===== config.mk =====
export PLATFORM = sky130hd
export DESIGN_NAME = keypad_calculator_top
export DESIGN_NICKNAME = d
export VERILOG_FILES = /design/src/design/kc_pkg.sv /design/src/design/keypad_calculator_top.sv
export SDC_FILE = /design/constraint.sdc
export NUM_CORES = 1
export LEC_CHECK = 0
export ABC_CLOCK_PERIOD_IN_PS = 6050
export CORE_AREA = 2 2 218 220
export CTS_CLUSTER_DIAMETER = 100
export DETAILED_ROUTE_END_ITERATION = 10
export DIE_AREA = 0 0 220 222
export DONT_BUFFER_PORTS = 1
export GPL_ROUTABILITY_DRIVEN = 0
export PLACE_DENSITY = 0.41
export RECOVER_POWER = 25
export SKIP_CTS_REPAIR_TIMING = 1
export SLEW_MARGIN = 20
export SYNTH_ARGS = -nofsm -noshare
export SYNTH_HDL_FRONTEND = slang
export SYNTH_SLANG_ARGS = --single-unit
export TNS_END_PERCENT = 10

===== constraint.sdc =====
create_clock -name clk -period 6.05 [get_ports clk]
set_input_delay 1.21 -clock clk [delete_from_list [all_inputs] [get_ports clk]]
set_output_delay 1.21 -clock clk [all_outputs]
set_load 0.02 [all_outputs]

===== src/design/kc_pkg.sv =====
// Package for the keypad calculator: key decode tables, operator codes and the microcode ROM.
`timescale 1ns / 1ps

package kc_pkg;

  // Widths of the fixed stream fields
  localparam int KEY_BITS           = 5;
  localparam int FIELD_BITS         = 16;
  localparam int IN_TDATA_BITS      = 8;
  localparam int OUT_TDATA_BITS     = 56;
  localparam int DEF_OPERAND_BITS   = 16;

  // Key codes of the non-digit, non-operator keys
  localparam logic [KEY_BITS-1:0] KEY_CLEAR  = 5'd14;
  localparam logic [KEY_BITS-1:0] KEY_EQUALS = 5'd15;

  // Stored operator
  typedef enum logic [2:0] {
    OP_NONE = 3'd0,
    OP_ADD  = 3'd1,
    OP_SUB  = 3'd2,
    OP_MUL  = 3'd3,
    OP_DIV  = 3'd4
  } op_t;

  // Kind of key
  typedef enum logic [2:0] {
    KC_UNKNOWN,
    KC_DIGIT,
    KC_OPER,
    KC_CLEAR,
    KC_EQUALS
  } kclass_t;

  // Datapath action of one microcode step
  typedef enum logic [3:0] {
    A_NOP,
    A_LATCH,
    A_DIGIT,
    A_SETOP,
    A_CLEAR,
    A_ADD,
    A_SUB,
    A_MUL_INIT,
    A_MUL_STEP,
    A_MUL_END,
    A_DIV_INIT,
    A_DIV_STEP,
    A_DIV_END,
    A_DIV_ZERO,
    A_EMIT
  } act_t;

  // Sequencing of one microcode step
  typedef enum logic [2:0] {
    C_NEXT,
    C_GOTO,
    C_WAIT_IN,
    C_DISPATCH,
    C_LOOP,
    C_WAIT_OUT
  } cond_t;

  localparam int UPC_BITS = 4;
  typedef logic [UPC_BITS-1:0] upc_t;

  // Step addresses
  localparam upc_t S_IDLE    = 4'd0;
  localparam upc_t S_DECODE  = 4'd1;
  localparam upc_t S_DIGIT   = 4'd2;
  localparam upc_t S_SETOP   = 4'd3;
  localparam upc_t S_CLEAR   = 4'd4;
  localparam upc_t S_ADD     = 4'd5;
  localparam upc_t S_SUB     = 4'd6;
  localparam upc_t S_MULI    = 4'd7;
  localparam upc_t S_MULS    = 4'd8;
  localparam upc_t S_MULE    = 4'd9;
  localparam upc_t S_DIVI    = 4'd10;
  localparam upc_t S_DIVS    = 4'd11;
  localparam upc_t S_DIVE    = 4'd12;
  localparam upc_t S_DIVZ    = 4'd13;
  localparam upc_t S_EMIT    = 4'd14;

  typedef struct packed {
    act_t  act;
    cond_t cond;
    upc_t  target;
  } uop_t;

  // Microcode ROM: one control word per step
  function automatic uop_t ucode_rom(input upc_t pc);
    uop_t u;
    u = '{act: A_NOP, cond: C_GOTO, target: S_IDLE};
    unique case (pc)
      S_IDLE:   u = '{act: A_LATCH,    cond: C_WAIT_IN,  target: S_DECODE};
      S_DECODE: u = '{act: A_NOP,      cond: C_DISPATCH, target: S_EMIT};
      S_DIGIT:  u = '{act: A_DIGIT,    cond: C_GOTO,     target: S_EMIT};
      S_SETOP:  u = '{act: A_SETOP,    cond: C_GOTO,     target: S_EMIT};
      S_CLEAR:  u = '{act: A_CLEAR,    cond: C_GOTO,     target: S_EMIT};
      S_ADD:    u = '{act: A_ADD,      cond: C_GOTO,     target: S_EMIT};
      S_SUB:    u = '{act: A_SUB,      cond: C_GOTO,     target: S_EMIT};
      S_MULI:   u = '{act: A_MUL_INIT, cond: C_NEXT,     target: S_MULS};
      S_MULS:   u = '{act: A_MUL_STEP, cond: C_LOOP,     target: S_MULE};
      S_MULE:   u = '{act: A_MUL_END,  cond: C_GOTO,     target: S_EMIT};
      S_DIVI:   u = '{act: A_DIV_INIT, cond: C_NEXT,     target: S_DIVS};
      S_DIVS:   u = '{act: A_DIV_STEP, cond: C_LOOP,     target: S_DIVE};
      S_DIVE:   u = '{act: A_DIV_END,  cond: C_GOTO,     target: S_EMIT};
      S_DIVZ:   u = '{act: A_DIV_ZERO, cond: C_GOTO,     target: S_EMIT};
      S_EMIT:   u = '{act: A_EMIT,     cond: C_WAIT_OUT, target: S_IDLE};
      default:  u = '{act: A_NOP,      cond: C_GOTO,     target: S_IDLE};
    endcase
    return u;
  endfunction

  // Classify a key code
  function automatic kclass_t key_class(input logic [KEY_BITS-1:0] key);
    kclass_t k;
    k = KC_UNKNOWN;
    unique case (key)
      5'd1, 5'd2, 5'd3, 5'd5, 5'd6, 5'd7,
      5'd9, 5'd10, 5'd11, 5'd13:      k = KC_DIGIT;
      5'd4, 5'd8, 5'd12, 5'd16:       k = KC_OPER;
      KEY_CLEAR:                      k = KC_CLEAR;
      KEY_EQUALS:                     k = KC_EQUALS;
      default:                        k = KC_UNKNOWN;
    endcase
    return k;
  endfunction

  // Digit value of a digit key
  function automatic logic [3:0] key_digit(input logic [KEY_BITS-1:0] key);
    logic [3:0] d;
    d = 4'd0;
    unique case (key)
      5'd1:    d = 4'd7;
      5'd2:    d = 4'd8;
      5'd3:    d = 4'd9;
      5'd5:    d = 4'd4;
      5'd6:    d = 4'd5;
      5'd7:    d = 4'd6;
      5'd9:    d = 4'd1;
      5'd10:   d = 4'd2;
      5'd11:   d = 4'd3;
      default: d = 4'd0;
    endcase
    return d;
  endfunction

  // Operator of an operator key
  function automatic op_t key_op(input logic [KEY_BITS-1:0] key);
    op_t o;
    o = OP_NONE;
    unique case (key)
      5'd4:    o = OP_ADD;
      5'd8:    o = OP_SUB;
      5'd12:   o = OP_MUL;
      5'd16:   o = OP_DIV;
      default: o = OP_NONE;
    endcase
    return o;
  endfunction

endpackage


===== src/design/keypad_calculator_top.sv =====
// Keypad calculator: microcoded sequencer over a shift-add multiply and restoring divide datapath.
`timescale 1ns / 1ps

// Channel | Dir | tdata fields (lowest bit up)
// in_     | in  | key_code[4:0], zero pad to 8 bits
// out_    | out | first_operand[15:0], second_operand[31:16], operator_code[34:32],
//         |     | result_value[50:35], result_updated[51], divide_by_zero[52], pad [55:53]
//
// An unknown key or equals without an operator runs the latch, decode and emit steps;
// a digit, an operator, clear, add, subtract and divide by zero add one action step before emit.
// Multiply and divide add an init step, one loop step per operand bit and an end step;
// the loop handles one operand bit per step.
// A new key is taken once the previous request has been placed in the output
// register; a stalled output holds the sequencer in its emit step.
// rst_n clears all operands, the operator, the result, both flags and the output valid.

module keypad_calculator_top #(
  parameter int OPERAND_BITS = kc_pkg::DEF_OPERAND_BITS
) (
  input  logic                               clk,
  input  logic                               rst_n,
  input  logic                               in_tvalid,
  output logic                               in_tready,
  input  logic [kc_pkg::IN_TDATA_BITS-1:0]   in_tdata,   // key_code
  output logic                               out_tvalid,
  input  logic                               out_tready,
  output logic [kc_pkg::OUT_TDATA_BITS-1:0]  out_tdata   // first, second, op, result, upd, dz
);
  import kc_pkg::*;

  localparam int W        = OPERAND_BITS;
  localparam int CNT_BITS = $clog2(OPERAND_BITS);
  localparam int PAD_BITS = OUT_TDATA_BITS - 3 * FIELD_BITS - 3 - 2;

  // Architectural state
  logic [W-1:0]          first_r, first_nxt;
  logic [W-1:0]          second_r, second_nxt;
  op_t                   op_r, op_nxt;
  logic                  entering_r, entering_nxt;
  logic [W-1:0]          result_r, result_nxt;
  logic                  updated_r, updated_nxt;
  logic                  divz_r, divz_nxt;

  // Sequencer and working registers
  upc_t                  pc_r, pc_nxt;
  logic [KEY_BITS-1:0]   key_r, key_nxt;
  logic [W-1:0]          acc_r, acc_nxt;     // product accumulator / remainder
  logic [W-1:0]          wb_r, wb_nxt;       // multiplicand / quotient
  logic [W-1:0]          wc_r, wc_nxt;       // multiplier
  logic [CNT_BITS-1:0]   cnt_r, cnt_nxt;

  // Output register
  logic                          out_tvalid_r, out_tvalid_nxt;
  logic [OUT_TDATA_BITS-1:0]     out_tdata_r, out_tdata_nxt;

  uop_t                  uop;
  logic                  in_fire;
  logic                  out_free;
  logic                  cnt_last;
  upc_t                  dispatch_pc;
  logic [W-1:0]          operand_sel;
  logic [W-1:0]          digit_val;
  logic [W:0]            div_shift;
  logic [W:0]            div_diff;
  logic [W+FIELD_BITS-1:0] first_ext, second_ext, result_ext;

  assign uop       = ucode_rom(pc_r);
  assign in_tready = (uop.cond == C_WAIT_IN);
  assign in_fire   = in_tvalid && in_tready;
  assign out_free  = !out_tvalid_r || out_tready;
  assign cnt_last  = (cnt_r == CNT_BITS'(OPERAND_BITS - 1));

  // Decimal shift: x*10 + d as (x<<3) + (x<<1) + d
  assign operand_sel = entering_r ? second_r : first_r;
  assign digit_val   = {operand_sel[W-4:0], 3'b000} + {operand_sel[W-2:0], 1'b0}
                       + W'(key_digit(key_r));

  // One restoring division step
  assign div_shift = {acc_r, wb_r[W-1]};
  assign div_diff  = div_shift - {1'b0, second_r};

  // Fit values to the 16-bit output fields
  assign first_ext  = {{FIELD_BITS{1'b0}}, first_r};
  assign second_ext = {{FIELD_BITS{1'b0}}, second_r};
  assign result_ext = {{FIELD_BITS{1'b0}}, result_r};

  // Pick the routine for the latched key
  always_comb begin
    dispatch_pc = S_EMIT;
    unique case (key_class(key_r))
      KC_DIGIT:  dispatch_pc = S_DIGIT;
      KC_OPER:   dispatch_pc = S_SETOP;
      KC_CLEAR:  dispatch_pc = S_CLEAR;
      KC_EQUALS: begin
        unique case (op_r)
          OP_ADD:  dispatch_pc = S_ADD;
          OP_SUB:  dispatch_pc = S_SUB;
          OP_MUL:  dispatch_pc = S_MULI;
          OP_DIV:  dispatch_pc = (second_r == '0) ? S_DIVZ : S_DIVI;
          default: dispatch_pc = S_EMIT;
        endcase
      end
      default:   dispatch_pc = S_EMIT;
    endcase
  end

  // Sequencer and datapath next state
  always_comb begin
    first_nxt      = first_r;
    second_nxt     = second_r;
    op_nxt         = op_r;
    entering_nxt   = entering_r;
    result_nxt     = result_r;
    updated_nxt    = updated_r;
    divz_nxt       = divz_r;
    key_nxt        = key_r;
    acc_nxt        = acc_r;
    wb_nxt         = wb_r;
    wc_nxt         = wc_r;
    cnt_nxt        = cnt_r;
    out_tvalid_nxt = out_tvalid_r && !out_tready;
    out_tdata_nxt  = out_tdata_r;
    pc_nxt         = pc_r;

    // Next step
    unique case (uop.cond)
      C_NEXT:     pc_nxt = pc_r + 1'b1;
      C_GOTO:     pc_nxt = uop.target;
      C_WAIT_IN:  if (in_fire) pc_nxt = uop.target;
      C_DISPATCH: pc_nxt = dispatch_pc;
      C_LOOP:     if (cnt_last) pc_nxt = uop.target;
      C_WAIT_OUT: if (out_free) pc_nxt = uop.target;
      default:    pc_nxt = S_IDLE;
    endcase

    // Datapath action
    unique case (uop.act)
      A_LATCH: begin
        if (in_fire) begin
          key_nxt     = in_tdata[KEY_BITS-1:0];
          updated_nxt = 1'b0;
          divz_nxt    = 1'b0;
        end
      end
      A_DIGIT: begin
        if (entering_r) second_nxt = digit_val;
        else            first_nxt  = digit_val;
      end
      A_SETOP: begin
        op_nxt       = key_op(key_r);
        entering_nxt = 1'b1;
      end
      A_CLEAR: begin
        first_nxt    = '0;
        second_nxt   = '0;
        op_nxt       = OP_NONE;
        entering_nxt = 1'b0;
        result_nxt   = '0;
      end
      A_ADD: begin
        result_nxt  = first_r + second_r;
        updated_nxt = 1'b1;
      end
      A_SUB: begin
        result_nxt  = first_r - second_r;
        updated_nxt = 1'b1;
      end
      A_MUL_INIT: begin
        acc_nxt = '0;
        wb_nxt  = first_r;
        wc_nxt  = second_r;
        cnt_nxt = '0;
      end
      A_MUL_STEP: begin
        if (wc_r[0]) acc_nxt = acc_r + wb_r;
        wb_nxt  = {wb_r[W-2:0], 1'b0};
        wc_nxt  = {1'b0, wc_r[W-1:1]};
        cnt_nxt = cnt_r + 1'b1;
      end
      A_MUL_END: begin
        result_nxt  = acc_r;
        updated_nxt = 1'b1;
      end
      A_DIV_INIT: begin
        acc_nxt = '0;
        wb_nxt  = first_r;
        cnt_nxt = '0;
      end
      A_DIV_STEP: begin
        // Keep the difference when the shifted remainder covers the divisor
        if (!div_diff[W]) begin
          acc_nxt = div_diff[W-1:0];
          wb_nxt  = {wb_r[W-2:0], 1'b1};
        end else begin
          acc_nxt = div_shift[W-1:0];
          wb_nxt  = {wb_r[W-2:0], 1'b0};
        end
        cnt_nxt = cnt_r + 1'b1;
      end
      A_DIV_END: begin
        result_nxt  = wb_r;
        updated_nxt = 1'b1;
      end
      A_DIV_ZERO: begin
        result_nxt  = '1;
        updated_nxt = 1'b1;
        divz_nxt    = 1'b1;
      end
      A_EMIT: begin
        if (out_free) begin
          out_tvalid_nxt = 1'b1;
          out_tdata_nxt  = {{PAD_BITS{1'b0}}, divz_r, updated_r,
                            result_ext[FIELD_BITS-1:0], op_r,
                            second_ext[FIELD_BITS-1:0], first_ext[FIELD_BITS-1:0]};
        end
      end
      default: begin
        pc_nxt = pc_nxt;
      end
    endcase
  end

  // Hold state and the output register
  always_ff @(posedge clk) begin
    if (!rst_n) begin
      pc_r         <= S_IDLE;
      first_r      <= '0;
      second_r     <= '0;
      op_r         <= OP_NONE;
      entering_r   <= 1'b0;
      result_r     <= '0;
      updated_r    <= 1'b0;
      divz_r       <= 1'b0;
      out_tvalid_r <= 1'b0;
    end else begin
      pc_r         <= pc_nxt;
      first_r      <= first_nxt;
      second_r     <= second_nxt;
      op_r         <= op_nxt;
      entering_r   <= entering_nxt;
      result_r     <= result_nxt;
      updated_r    <= updated_nxt;
      divz_r       <= divz_nxt;
      out_tvalid_r <= out_tvalid_nxt;
    end
    key_r       <= key_nxt;
    acc_r       <= acc_nxt;
    wb_r        <= wb_nxt;
    wc_r        <= wc_nxt;
    cnt_r       <= cnt_nxt;
    out_tdata_r <= out_tdata_nxt;
  end

  assign out_tvalid = out_tvalid_r;
  assign out_tdata  = out_tdata_r;

endmodule

==> summary.md <==
| Metric | Value |
|---|---|
| Critical path type | register to register |
| Required time of the critical path | approximately 6.4 ns |
| Maximum VDD drop | 215 uV |
| FFs w/ async S/R, synth | 0% |
| Drt first-iter violations | between 300 and 400 |
| Critical Path AT | 4.58 ns |
| TritonCTS clock tree | built |
| R2R setup slack | between 1.5 and 2 ns |
| Drt pass-1 iters | 4 |
| Cell taking the most area after synthesis | edfxtp_1 |
| PortBufs | 0 |
| TNS Setup | 0 ns |
| Htree depth | 4 |
| Final Max Tran Viols | between 40 and 50 |
| Yosys reg bits | ~190 |
| Top-area cell type share of the netlist area | a little under a third |
| R2R cell count | 9 |
| Initial antenna violation count | 0 |
| Cell Area, Synth | ~11000 um2 |
| Routed Antenna Nets | 0 |
| # IOs | 70 |
| Share of cells above drive strength 1 | under 10% |
| Status | complete, but fails checks |
| Slew headroom | -34.2% |
| Fmax | ~0.24 GHz |
| Synth Warn # | 0 |
| Clk sinks | around 190 |
| Setup crit end kind | register |
| Max Clock Skew | roughly 0.015 ns |
| Slew @ Worst Pin | about 2.0 ns |
| Total GRT Usage | a little over an eighth |
| HP Start | result_r[10]$_SDFFE_PN0P_ |
| RSZ-0062 raised after global routing | no |
| Die H | roughly 220 um |
| Core box area | ~46000 um2 |
| DP Wirelength | 23400 um |
| Worst Hold Class | register to register |
| Ys flop type | edfxtp_1 |
| Die extent in x | 220 um |
| Number of global-route vias before repair | between 8000 and 9000 |
| Final wirelength | ~31000 um |
| Final period util | 69.8% |
| Die ar. | slightly below 50000 um2 |
| GRT overflow | 0 |
| Sequential share of the synthesized area | 44.0% |
| CTS root buffer | clkbuf_16 |
| Vias | about 8000 |
| Min-Delay Path Depth | 0 |
| Worst-path maximum fanout | 30 |
| Min Hold Slack | 0.438 ns |
| Endpoints failing hold | 0 |
| First-pass GRT wire length | approximately 48000 um |
| CP startpoint kind | register |
| Maxcap violations | 2 |
| Power Density | about 380 nW/um2 |
| Avg Synthesized Cell Area | between 9 and 10 um2 |
| Syn Inst Count | 1118 |
| Nets | roughly 1200 |
| DRC | 0 |
| Hold EP | out_tdata[45]$_DFFE_PP_ |
| Synth-to-Final Area Change | 12.0% |
| Worst-path clk slew | 0.09 ns |
| RR Startpoint | uop[7]$_DFF_P_ |
| Final Setup Violations | 0 |
| EDFF count, synth | 110 |
| Number of distinct library cells after synthesis | 66 |
| Synth area leaders | edfxtp_1, dfxtp_1, ha_1, nand2_1, a21oi_1 |
| Lkg Pwr | roughly 4.6 nW |
| Largest net degree at the start of global routing | 46 |
| Failing checks | max-capacitance violations, max-slew violations |
| Clk buf depth | 2 |
| Tmin final | 4.22 ns |
| Average via count per standard cell | around 4.6 |
| Antenna diode count | 0 |
| Total CTS buffers | 17 |
| Row count | 79 |
| Routed len/inst | around 18 um |
| Clock latency on the worst-skew pair | roughly 0.46 ns |
| Starting Density | 23.8% |
## worst max path at each step
stage | startpoint | to | slack, ns | depth (start not counted)
detailed placement | entering_r$_SDFFE_PN0P_ | second_r[14]$_SDFFE_PN0P_ | 2.08 | 14
global placement | entering_r$_SDFFE_PN0P_ | second_r[14]$_SDFFE_PN0P_ | 2.06 | 14
floorplan | out_tready | out_tdata[0]$_DFFE_PP_ | 0.31 | 2
finish | uop[7]$_DFF_P_ | register | 1.83 | 9
CTS | entering_r$_SDFFE_PN0P_ | second_r[14]$_SDFFE_PN0P_ | 2.04 | 14
global route | uop[7]$_DFF_P_ | register | 1.55 | 9
## cell families after synthesis
group | share of synthesized area (%)
other cells | 0.0341
mux | 5.62
compound gates | 16.3
buf+inv | 3.32
fa+ha+maj | 10.5
flops | 44.0
xor+xnor | 5.95
simple gates | 14.3
## per-layer routing
layer  global-route usage, %  share of wire (%)
met1                    17.3                 48
met4                    4.96                2.7
met2                    21.3                 47
met5                       0                  0
met3                    2.29                2.9
## worst max-delay path, cell delays in order (launching register included)
cell      delay, ns
dfxtp_1        0.32
clkbuf_1       1.17
nor2b_1        0.45
nand3_1        0.14
nor2_1         0.52
mux2i_1        0.69
inv_1          0.14
ha_1           0.22
mux2_2         0.26
a22o_1         0.22
## Yosys cell counts, drive strengths merged, types with 3 or more instances
| cell | number |
|---|---|
| nand2 | 128 |
| edfxtp | 110 |
| a21oi | 89 |
| ha | 84 |
| o21ai | 81 |
| dfxtp | 77 |
| nor2 | 60 |
| inv | 48 |
| xnor2 | 46 |
| clkbuf | 38 |
| nor2b | 35 |
| mux2 | 30 |
| mux2i | 28 |
| xor2 | 24 |
| nand3 | 22 |
| a21o | 17 |
| nor3 | 17 |
| a31oi | 14 |
| o22ai | 12 |
| a21boi | 11 |
| a221oi | 11 |
| nand2b | 11 |
| o21a | 11 |
| and2 | 9 |
| nor3b | 9 |
| a211oi | 8 |
| or3 | 8 |
| and3 | 7 |
| nor4 | 7 |
| buf | 6 |
| o31ai | 6 |
| fa | 5 |
| a22oi | 4 |
| nand3b | 4 |
| or2 | 4 |
| a211o | 3 |
| a22o | 3 |
| a31o | 3 |
| o211ai | 3 |
## power by group
part           switching, mW  total, mW  internal [mW]  leakage (nW)
Sequential             0.170       1.75           1.58          1.63
Clock                  0.594       1.15          0.559         0.293
Combinational           1.01       1.72          0.709          2.64
## cell usage in the layout (no fill, tap or decap), types with 28 or more instances in the layout
master | Yosys | final
o21ai_0 | 81 | 81
ha_1 | 84 | 84
nor2_1 | 60 | 60
a21oi_1 | 87 | 87
edfxtp_1 | 110 | 110
nor2b_1 | 35 | 35
mux2_2 | 30 | 30
xnor2_1 | 45 | 45
dfxtp_1 | 77 | 77
nand2_1 | 128 | 128
mux2i_1 | 28 | 28
inv_1 | 48 | 48
## area by class of cell
class,instances,area [um2]
well taps,607,759
flip-flops and latches,187,4840
repair buffers,15,121
inverters,48,180
multi-input cells,841,5810
fillers,4946,33900
clock buffers,17,425
clock inverters,15,181
## flip-flops by register name, summed over array words and instances, names as in the netlist, 11 cells and up, named ones only
register and cells:
acc_r 16, first_r 16, out_tdata 53, result_r 16
second_r 16, uop 11, wb_r 16, wc_r 16
## per-stage QoR
stage | power [mW] | cell area, um2 | cells | util (%) | setup slack, ns
finish | 4.62 | 12300 | 1730 | 26.6 | 1.83
global route | 4.95 | 12300 | 1730 | 26.6 | 1.55
CTS | 4.68 | 12300 | 1730 | 26.7 | 2.04
detailed placement | 3.51 | 11700 | 1698 | 25.4 | 2.08
global placement | 3.50 | 11700 | 1698 | 25.4 | 2.06
floorplan | 3.06 | 11000 | 1120 | - | 0.306
(Power assumes the default switching activity.)
